[src/rtl/core/mcrle_pkg.sv]
// Shared types, widths and defaults for the multi-column run-length expander.
package mcrle_pkg;

    localparam int DEFAULT_MAX_COLUMNS = 16;
    localparam int DEFAULT_RUN_ENTRIES = 1024;
    localparam int DEFAULT_ROW_BITS    = 16;

    localparam int CFG_W     = 5;
    localparam int PRED_W    = 4;
    localparam int ENTRY_W   = 10;
    localparam int VALUE_W   = 64;
    localparam int START_W   = 16;
    localparam int LEN_W     = 17;
    localparam int COL_OUT_W = 4;
    localparam int ROW_OUT_W = 16;

    localparam logic [CFG_W-1:0] CFG_RESET = 5'd1;

    typedef enum logic [1:0] {
        CMD_LOAD      = 2'd0,
        CMD_SET_START = 2'd1,
        CMD_EMIT      = 2'd2,
        CMD_RESTART   = 2'd3
    } cmd_t;

    typedef struct packed {
        cmd_t                 command;
        logic [PRED_W-1:0]    pred_index;
        logic [ENTRY_W-1:0]   entry_index;
        logic [VALUE_W-1:0]   run_value;
        logic [START_W-1:0]   run_start_row;
        logic [LEN_W-1:0]     run_length;
    } in_word_t;

    typedef struct packed {
        logic [COL_OUT_W-1:0] column;
        logic [VALUE_W-1:0]   value;
        logic [ROW_OUT_W-1:0] row_number;
        logic                 last;
    } out_word_t;

    // Commands from the controller to the datapath.
    typedef struct packed {
        logic load_entry;
        logic set_start;
        logic restart;
        logic begin_row;
        logic walk;
    } ctrl_cmd_t;

    // Status from the datapath to the controller.
    typedef struct packed {
        logic row_top;
        logic row_end;
    } dp_status_t;

endpackage

[src/rtl/core/mcrle_ctrl.sv]
// Controller state machine: decodes accepted words and sequences the row walk.
module mcrle_ctrl
    import mcrle_pkg::*;
(
    input  logic       clk,
    input  logic       rst_n,
    input  logic       in_valid,
    input  cmd_t       in_command,
    input  dp_status_t status,
    output logic       in_stall,
    output ctrl_cmd_t  cmd
);

    typedef enum logic [1:0] {
        S_IDLE = 2'b01,
        S_WALK = 2'b10
    } state_t;

    state_t state_reg;
    state_t state_next;
    logic   accept;

    assign in_stall = (state_reg != S_IDLE);
    assign accept   = in_valid && (state_reg == S_IDLE);

    always_comb
    begin
        cmd        = '0;
        state_next = state_reg;
        case (state_reg)
            S_IDLE:
            begin
                if (accept)
                begin
                    case (in_command)
                        CMD_LOAD:      cmd.load_entry = 1'b1;
                        CMD_SET_START: cmd.set_start  = 1'b1;
                        CMD_RESTART:   cmd.restart    = 1'b1;
                        CMD_EMIT:
                        begin
                            // An emit past the top row is dropped without results.
                            if (!status.row_top)
                            begin
                                cmd.begin_row = 1'b1;
                                state_next    = S_WALK;
                            end
                        end
                        default: ;
                    endcase
                end
            end
            S_WALK:
            begin
                cmd.walk = 1'b1;
                if (status.row_end)
                begin
                    state_next = S_IDLE;
                end
            end
            default: state_next = S_IDLE;
        endcase
    end

    always_ff @(posedge clk or negedge rst_n)
    begin
        if (!rst_n)
        begin
            state_reg <= S_IDLE;
        end
        else
        begin
            state_reg <= state_next;
        end
    end

endmodule

[config.mk]
export PLATFORM = sky130hd
export DESIGN_NAME = mcrle_ctrl
export DESIGN_NICKNAME = d
export VERILOG_FILES = /design/src/rtl/core/mcrle_pkg.sv /design/src/rtl/core/mcrle_ctrl.sv
export SDC_FILE = /design/constraint.sdc
export NUM_CORES = 1
export LEC_CHECK = 0
export BUFFER_PORTS_ARGS = -buffer_cell sky130_fd_sc_hd__buf_2
export CORE_AREA = 5 5 42 44
export DETAILED_ROUTE_END_ITERATION = 10
export DIE_AREA = 0 0 47 49
export PLACE_DENSITY_LB_ADDON = 0.3
export SYNTH_ARGS = -nofsm -noshare
export SYNTH_HDL_FRONTEND = slang
export SYNTH_SLANG_ARGS = --single-unit
[constraint.sdc]
create_clock -name clk -period 2.21 [get_ports clk]
set_input_delay 0.1105 -clock clk [delete_from_list [all_inputs] [get_ports clk]]
set_output_delay 0.1105 -clock clk [all_outputs]
set_load 0.05 [all_outputs]
==> Yosys cells after proc, flatten, opt, wreduce, memory -nomap -nowiden <==
Index checks and enable logic that the tools add are counted.
{ "word_totals": {"wordCells": 27, "output_inout_bits": 6, "mem_bits_ro": 0, "mem_count": 0, "latch_bits": 0, "register_bits": 2, "ram_bits": 0} }
{ "op_classes": {"n_reduce_logical": 3, "magnitude_cmp": 0, "shifts": 0, "multipliers": 0, "n_div": 0, "n_eq_ne": 10, "addsub": 0, "mux": 13, "bitwise": 0} }
{ "ops": {"columns": ["cell", "n"], "rows": [
  ["2-bit 2-to-1 mux", 4],
  ["4-bit 2-to-1 mux", 2],
  ["2-bit == test (second input constant)", 3],
  ["1-bit 2-to-1 mux", 6],
  ["2-bit != test (second input constant)", 3],
  ["2-bit by 1-bit == test with 1-bit output (second input constant)", 2],
  ["2-bit by 1-bit != test with 1-bit output (second input constant)", 2],
  ["2-bit one-hot mux with 2 select lines", 1],
  ["4-bit AND reduction", 1],
  ["2-bit logical NOT", 1],
  ["1-bit logical AND", 1]
]} }

==> Longest topological paths before layout <==
Gate-level depths: netlist (run 1).
{ "logic_depth": {"word_depth": 4, "depth_mapped": 2} }

==> Worst setup path before layout (run 1) <==
No wires, ideal clock.
{ "synth_path": {"path_type": "flip-flop to output port", "startpoint": "register state_reg[0]", "endpoint": "output cmd[1] in the netlist's numbering", "n_path_buf": 0, "path_stages_with_launch": 3, "arrival_time_ns": 1.707, "slack_ns": 0.392, "cell_sequence": "dfstp_2 > nand4b_4 > nor3_1"} }
{ "synth_lines": {"columns": ["element", "line", "text"], "rows": [
  ["from (decl)", "mcrle_ctrl.sv:19", "state_t state_reg;"],
  ["from (signal assigned)", "mcrle_ctrl.sv:72", "state_reg <= state_next;"],
  ["to (decl)", "mcrle_ctrl.sv:11", "output ctrl_cmd_t cmd"]
]} }

==> impl_metrics.yaml, run 1 <==
flow_run:
  cap_violations: 0
drt:
  drt_first_iter_violations: 2
  firstDrtPassIters: 3
  wirelength_um: 484
  drcViolationCount: 0
  vias: 168
  vias_per_cell: 3.57
  wl_per_cell_um: 10.3
  postRouteAntennaNets: 0
clock_tree:
  clock-sinks: 2
  clock_latency_ns: 0.24
  cts_resized: 0
  numCtsBuffers: 3
  cts_setup_buffers: 0
  cts_hold_buf: 1
  cts_tree: "built"
  h-tree-depth: 1
  cts_root_buf: "clkbuf_4"
  clk_pin_slew_ns: 0.04
  clockBufferDepth: 2
worst_hold_path:
  holdCritPathClass: "primary input to flip-flop"
  holdPathStages: 2
floorplan:
  core_area_um2: 1400
  die_h_um: 49
  core.rowCount: 14
  die-width_um: 47
  io-pin-count: 13
  design.die.area_um2: 2300
  floorplan.initialDensity: 0.101
finish:
  nNetsFinal: 39
  largest_register_ffs: 2
  drive_above_1_share: 0.548
  syn_to_final_growth_pct: 82.3
  num_antenna_cells: 0
  final_core_util: 0.184
  post-route-cell-area_um2: 258
  layoutNonFillerInstCount: 47
global_routing:
  grt_pass1_wl_um: 772
  grt_usage: 0.0486
  antenna_found_initial: 0
  overflow: 0
  grt_pass1_vias: 182
  grt_max_degree: 6
synth:
  synth_area_leaders: "dfstp_2, dfrtp_1, nand4b_4"
  yosys.cell_count.top_type: "nor3_1"
  synth_seq_cells: 2
  yosysWarnings: 0
  synthesis.nets: 21
  avgSynthCellArea_um2: 10.1
  synth-edff-count: 0
  netlist_top_cells_count: "nor3_1, inv_1"
  syn_area_um2: 141
  async_flop_share: 1.00
  synth_top_cell_by_area: "dfstp_2"
  postSynthCellCount: 14
  synth_top_area_share: 0.186
  synthFlopType: "dfstp_2"
  synth_cell_type_count: 11
  ys_seq_area_frac: 0.363
timing:
  fmax_mhz: 698
  worst_pin_slew_ns: 0.256
  slew_viol_final: 0
  fin_crit_sh: 0.648
  rsz0062_at_grt: "no"
  min_period_ns: 1.43
  fin_setup_tns_ns: 0
  finalHoldViolCount: 0
  setup_viol: 0
  clock_skew_ns: 0.0149
  slew_headroom: 0.831
setup_path:
  start_kind: "flip-flop"
  path_max_fanout: 4
  crit_type: "flip-flop to output pin"
  endpoint_kind: "output pin"
  worstRegToRegCells: 2
  cpMaxStageDelayCell: "dfstp_2"
  cp_data_required_time_ns: 2.10
  critPathArrivalTime_ns: 1.32
  cp_slowest_stage_delay_ns: 0.55
  crit_path_cell_trace: "nand4b_4, nor3_1, buf_2"
power_and_ir_drop:
  leakagePower_nw: 0.152
  irDropWorstVdd_mv: 0.206
  powerDensity_nw_per_um2: 658
placed_design:
  place.gp.congestion: 0.692
  io_buffers: 12
  placed_area_um2: 221
  dpl.cell_count: 42
  post-dp-hpwl_um: 399
status:
  status: "finished clean"
cell families after synthesis:
| group | count (synthesis) | synth area share |
|---|---|---|
| AO/OA/AOI/OAI | 2 | 0.133 |
| buffers and inverters | 2 | 0.0531 |
| AND/OR/NAND/NOR | 8 | 0.451 |
| flip-flops | 2 | 0.363 |
worst max-delay path: cells and delay by family (launching register included):
family	cells	cell delay (ns)
flops	1	0.55
buf+inv	1	0.29
simple gates	2	0.25
per-stage QoR:
stage	worst slack (ns)	hold slack (ns)	power, mW
detailed placement	1.00	-0.0968	0.0753
floorplan	0.392	-0.185	0.0613
CTS	0.753	0.0611	0.174
global placement	0.973	-0.0986	0.0752
global route	0.704	0.0932	0.183
finish	0.778	0.0703	0.170
layout make-up:
class                           count  area, um2
Fill cell                         165       1140
Multi-Input combinational cell     10       82.6
Timing Repair Buffer               13       70.1
Sequential cell                     2       51.3
Clock buffer                        4       26.3
Tap cell                           16       20.0
Inverter                            2       7.51
metal layers:
| metal | vias up | GRT usage | wire length (um) |
|---|---|---|---|
| li1 | 87 | - | - |
| met1 | 68 | 0.0593 | 234 |
| met2 | 13 | 0.0498 | 135 |
| met3 | 0 | 0.0517 | 114 |
| met4 | 0 | 0.0276 | 0 |
| met5 | - | 0 | 0 |
placed cells by master (no fill, tap or decap), drive strengths merged:
master,count
dfrtp,1
clkbuf,4
nand2b,1
o32a,1
nor2,1
buf,12
nor3,3
inv,2
dfstp,1
nand3b,1
or2b,1
o32ai,1
dlygate4sd3,1
nand4b,1
report_power, final:
group | switching (mW) | leakage [nW] | internal, mW | total [mW]
registers | 0.00109 | 0.0243 | 0.0383 | 0.0394
clock network | 0.0260 | 0.0150 | 0.0673 | 0.0933
logic | 0.0243 | 0.113 | 0.0125 | 0.0367
total | 0.0514 | 0.152 | 0.118 | 0.170
worst paths after layout:
path                                           from                  endpoint  slack (ns)
setup / recovery           state_reg[0]$_DFFE_PN1P_                    cmd[1]        0.78
min in group asynchronous                     rst_n  state_reg[1]$_DFFE_PN0P_        0.20
hold / removal                            status[0]  state_reg[1]$_DFFE_PN0P_        0.07
max in group asynchronous                     rst_n  state_reg[0]$_DFFE_PN1P_        1.80
hold reg to reg            state_reg[0]$_DFFE_PN1P_  state_reg[1]$_DFFE_PN0P_        0.58
setup reg to reg           state_reg[0]$_DFFE_PN1P_  state_reg[0]$_DFFE_PN1P_        1.17
No activity file was read; power rests on OpenSTA's default activity.
==> run 2: changes to the inputs <==
--- a/config.mk
+++ b/config.mk
@@ -5,6 +5,7 @@
 export SDC_FILE = /design/constraint.sdc
 export NUM_CORES = 1
 export LEC_CHECK = 0
+export ABC_AREA = 1
 export BUFFER_PORTS_ARGS = -buffer_cell sky130_fd_sc_hd__buf_2
 export CORE_AREA = 5 5 42 44
 export DETAILED_ROUTE_END_ITERATION = 10
==> constraint.sdc (replaced) <==
create_clock -name clk -period 1.3 [get_ports clk]
set_input_delay 0.065 -clock clk [delete_from_list [all_inputs] [get_ports clk]]
set_output_delay 0.065 -clock clk [all_outputs]
set_load 0.05 [all_outputs]
==> impl_metrics.yaml, run 2 <==
status:
  status: "finished clean"
floorplan:
  io-pin-count: 13
  design.die.area_um2: 2300
  core_area_um2: 1400
  core.rowCount: 14
  floorplan.initialDensity: 0.0920
  die-width_um: 47
  die_h_um: 49
setup_path:
  endpoint_kind: "output pin"
  cp_slowest_stage_delay_ns: 0.54
  crit_type: "flip-flop to output pin"
  critPathArrivalTime_ns: 1.22
  crit_path_cell_trace: "nand3_4, nor3_4, buf_6"
  path_delay_family: "flip-flops"
  cp_data_required_time_ns: 1.24
  start_kind: "flip-flop"
  crit_buf_inv: 1
  cpMaxStageDelayCell: "dfstp_2"
  path_max_fanout: 5
global_routing:
  met2_usage: 0.0611
  grt.busiest_layer: "met2"
  grt_use_met1: 0.0462
  grt_pass1_vias: 204
  grt_pass1_wl_um: 724
  grt_max_degree: 6
  overflow: 0
  antenna_found_initial: 0
  use_met3: 0.0369
  grt_usage: 0.0493
power_and_ir_drop:
  leakagePower_nw: 0.168
  power_frac_clock: 0.523
  p_sw_uw: 94.9
  p_int_uw: 209
  powerDensity_nw_per_um2: 944
  power_uw: 304
  irDropWorstVdd_mv: 0.242
  p_sw_frac: 0.313
  seqPwrFrac: 0.218
  comb_power_share: 0.259
timing:
  slew_viol_final: 0
  min_period_ns: 1.29
  setup_viol: 0
  clock_skew_ns: 0.00366
  worst_pin_slew_ns: 0.249
  finalHoldViolCount: 0
  rsz0062_at_grt: "yes"
  fmax_mhz: 778
  fin_setup_tns_ns: 0
  fin_crit_sh: 0.989
  slew_headroom: 0.835
drt:
  vias: 184
  drt_first_iter_violations: 0
  drcViolationCount: 0
  vias_per_cell: 3.47
  firstDrtPassIters: 1
  wirelength_um: 423
  wl_per_cell_um: 7.98
  postRouteAntennaNets: 0
finish:
  final_common_cell: "buf_2"
  fillers: 166
  final_cell_mix: "buf_2, inv_1, nand2_1, clkbuf_4, buf_6"
  drive_above_1_share: 0.622
  syn_to_final_growth_pct: 150
  nNetsFinal: 45
  num_antenna_cells: 0
  largest_register_ffs: 2
flow_run:
  cap_violations: 0
synth:
  postSynthCellCount: 19
  synthesis.nets: 26
  syn_area_um2: 129
  synth-edff-count: 0
  synthFlopType: "dfstp_2"
  synth_seq_cells: 2
  avgSynthCellArea_um2: 6.78
  synth_top_area_share: 0.204
  synth_top_cell_by_area: "dfstp_2"
  synth_cell_type_count: 10
  yosysWarnings: 0
  yosys.cell_count.top_type: "inv_1"
  async_flop_share: 1.00
  synth_area_leaders: "dfstp_2, dfrtp_1, inv_1"
  netlist_top_cells_count: "inv_1, nand2_1, nor2_1, nor3_1"
  ys_seq_area_frac: 0.398
clock_tree:
  clockBufferDepth: 2
  clock-sinks: 2
  h-tree-depth: 1
  cts_root_buf: "clkbuf_4"
  numCtsBuffers: 3
  clock_latency_ns: 0.23
  cts_tree: "built"
  clk_pin_slew_ns: 0.03
placed_design:
  post-dp-hpwl_um: 334
  place.gp.congestion: 0.652
  io_buffers: 12
worst_hold_path:
  holdCritPathClass: "primary input to flip-flop"
[run 2: what timing repair did]
item,4_1_cts,5_1_grt
pin swaps,0,1
setup buffers,1,0
endpoints found under the setup margin,4,4
hold buffers,1,0
gates resized for setup,11,2
hold endpoints to repair,2,0
[run 2: metrics by stage]
stage | setup WS [ns] | hold slack (ns) | utilization | cells | cell area, um2
after floorplan | -0.0692 | -0.231 | - | 19 | 144
after global placement | 0.116 | -0.148 | 0.160 | 47 | 224
after detailed placement | 0.119 | -0.148 | 0.160 | 47 | 224
after CTS | -0.00209 | 0.122 | 0.224 | 53 | 314
after global routing | -0.0618 | 0.138 | 0.229 | 53 | 322
final | 0.0147 | 0.120 | 0.229 | 53 | 322
[run 2: area by class of cell]
cell class	count	area, um2	share of cell area
clock buffer	4	26.3	0.0817
inverter	5	18.8	0.0584
multi-input combinational	12	98.8	0.307
sequential	2	51.3	0.160
tap	16	20.0	0.0623
timing repair buffer	14	106	0.331
[run 2: worst paths after layout]
path	startpoint	cells after the start	endpoint	slack [ns]
worst max-delay path	state_reg[0]$_DFFE_PN1P_	3	cmd[4]	0.01
worst min-delay path	status[0]	5	state_reg[0]$_DFFE_PN1P_	0.12
worst max register to register	state_reg[0]$_DFFE_PN1P_	4	state_reg[1]$_DFFE_PN0P_	0.33
worst min register to register	state_reg[1]$_DFFE_PN0P_	5	state_reg[0]$_DFFE_PN1P_	0.66
max in group asynchronous	rst_n	2	state_reg[0]$_DFFE_PN1P_	0.95
min in group asynchronous	rst_n	2	state_reg[1]$_DFFE_PN0P_	0.16
[run 2: logic make-up (layout without fill, tap and decap cells)]
family / Yosys count / in the layout / synth area share
DFF: 2 / 2 / 0.398
AOI/OAI and AO/OA: 1 / 1 / 0.0388
buffers and inverters: 5 / 23 / 0.146
and+or+nand+nor: 11 / 11 / 0.417
[run 2: tightest hold or removal path: cells and delay by family]
family | cells | cell delay (ns)
buffers and inverters | 3 | 0.19
AND/OR/NAND/NOR | 2 | 0.10
[run 2: power by group through the flow]
stage          combinational (mW)  clock, mW  sequential (mW)
2_1_floorplan              0.0385          0           0.0667
3_3_place_gp               0.0585          0           0.0669
3_5_place_dp               0.0587          0           0.0668
4_1_cts                    0.0777      0.167           0.0661
5_1_grt                    0.0842      0.183           0.0663
6_report                   0.0785      0.159           0.0661
[run 2: metal layers]
metal	share of wire	vias to the layer above
li1	-	93
met1	0.33	85
met2	0.54	6
met3	0.13	0
met4	0	0
met5	0	-
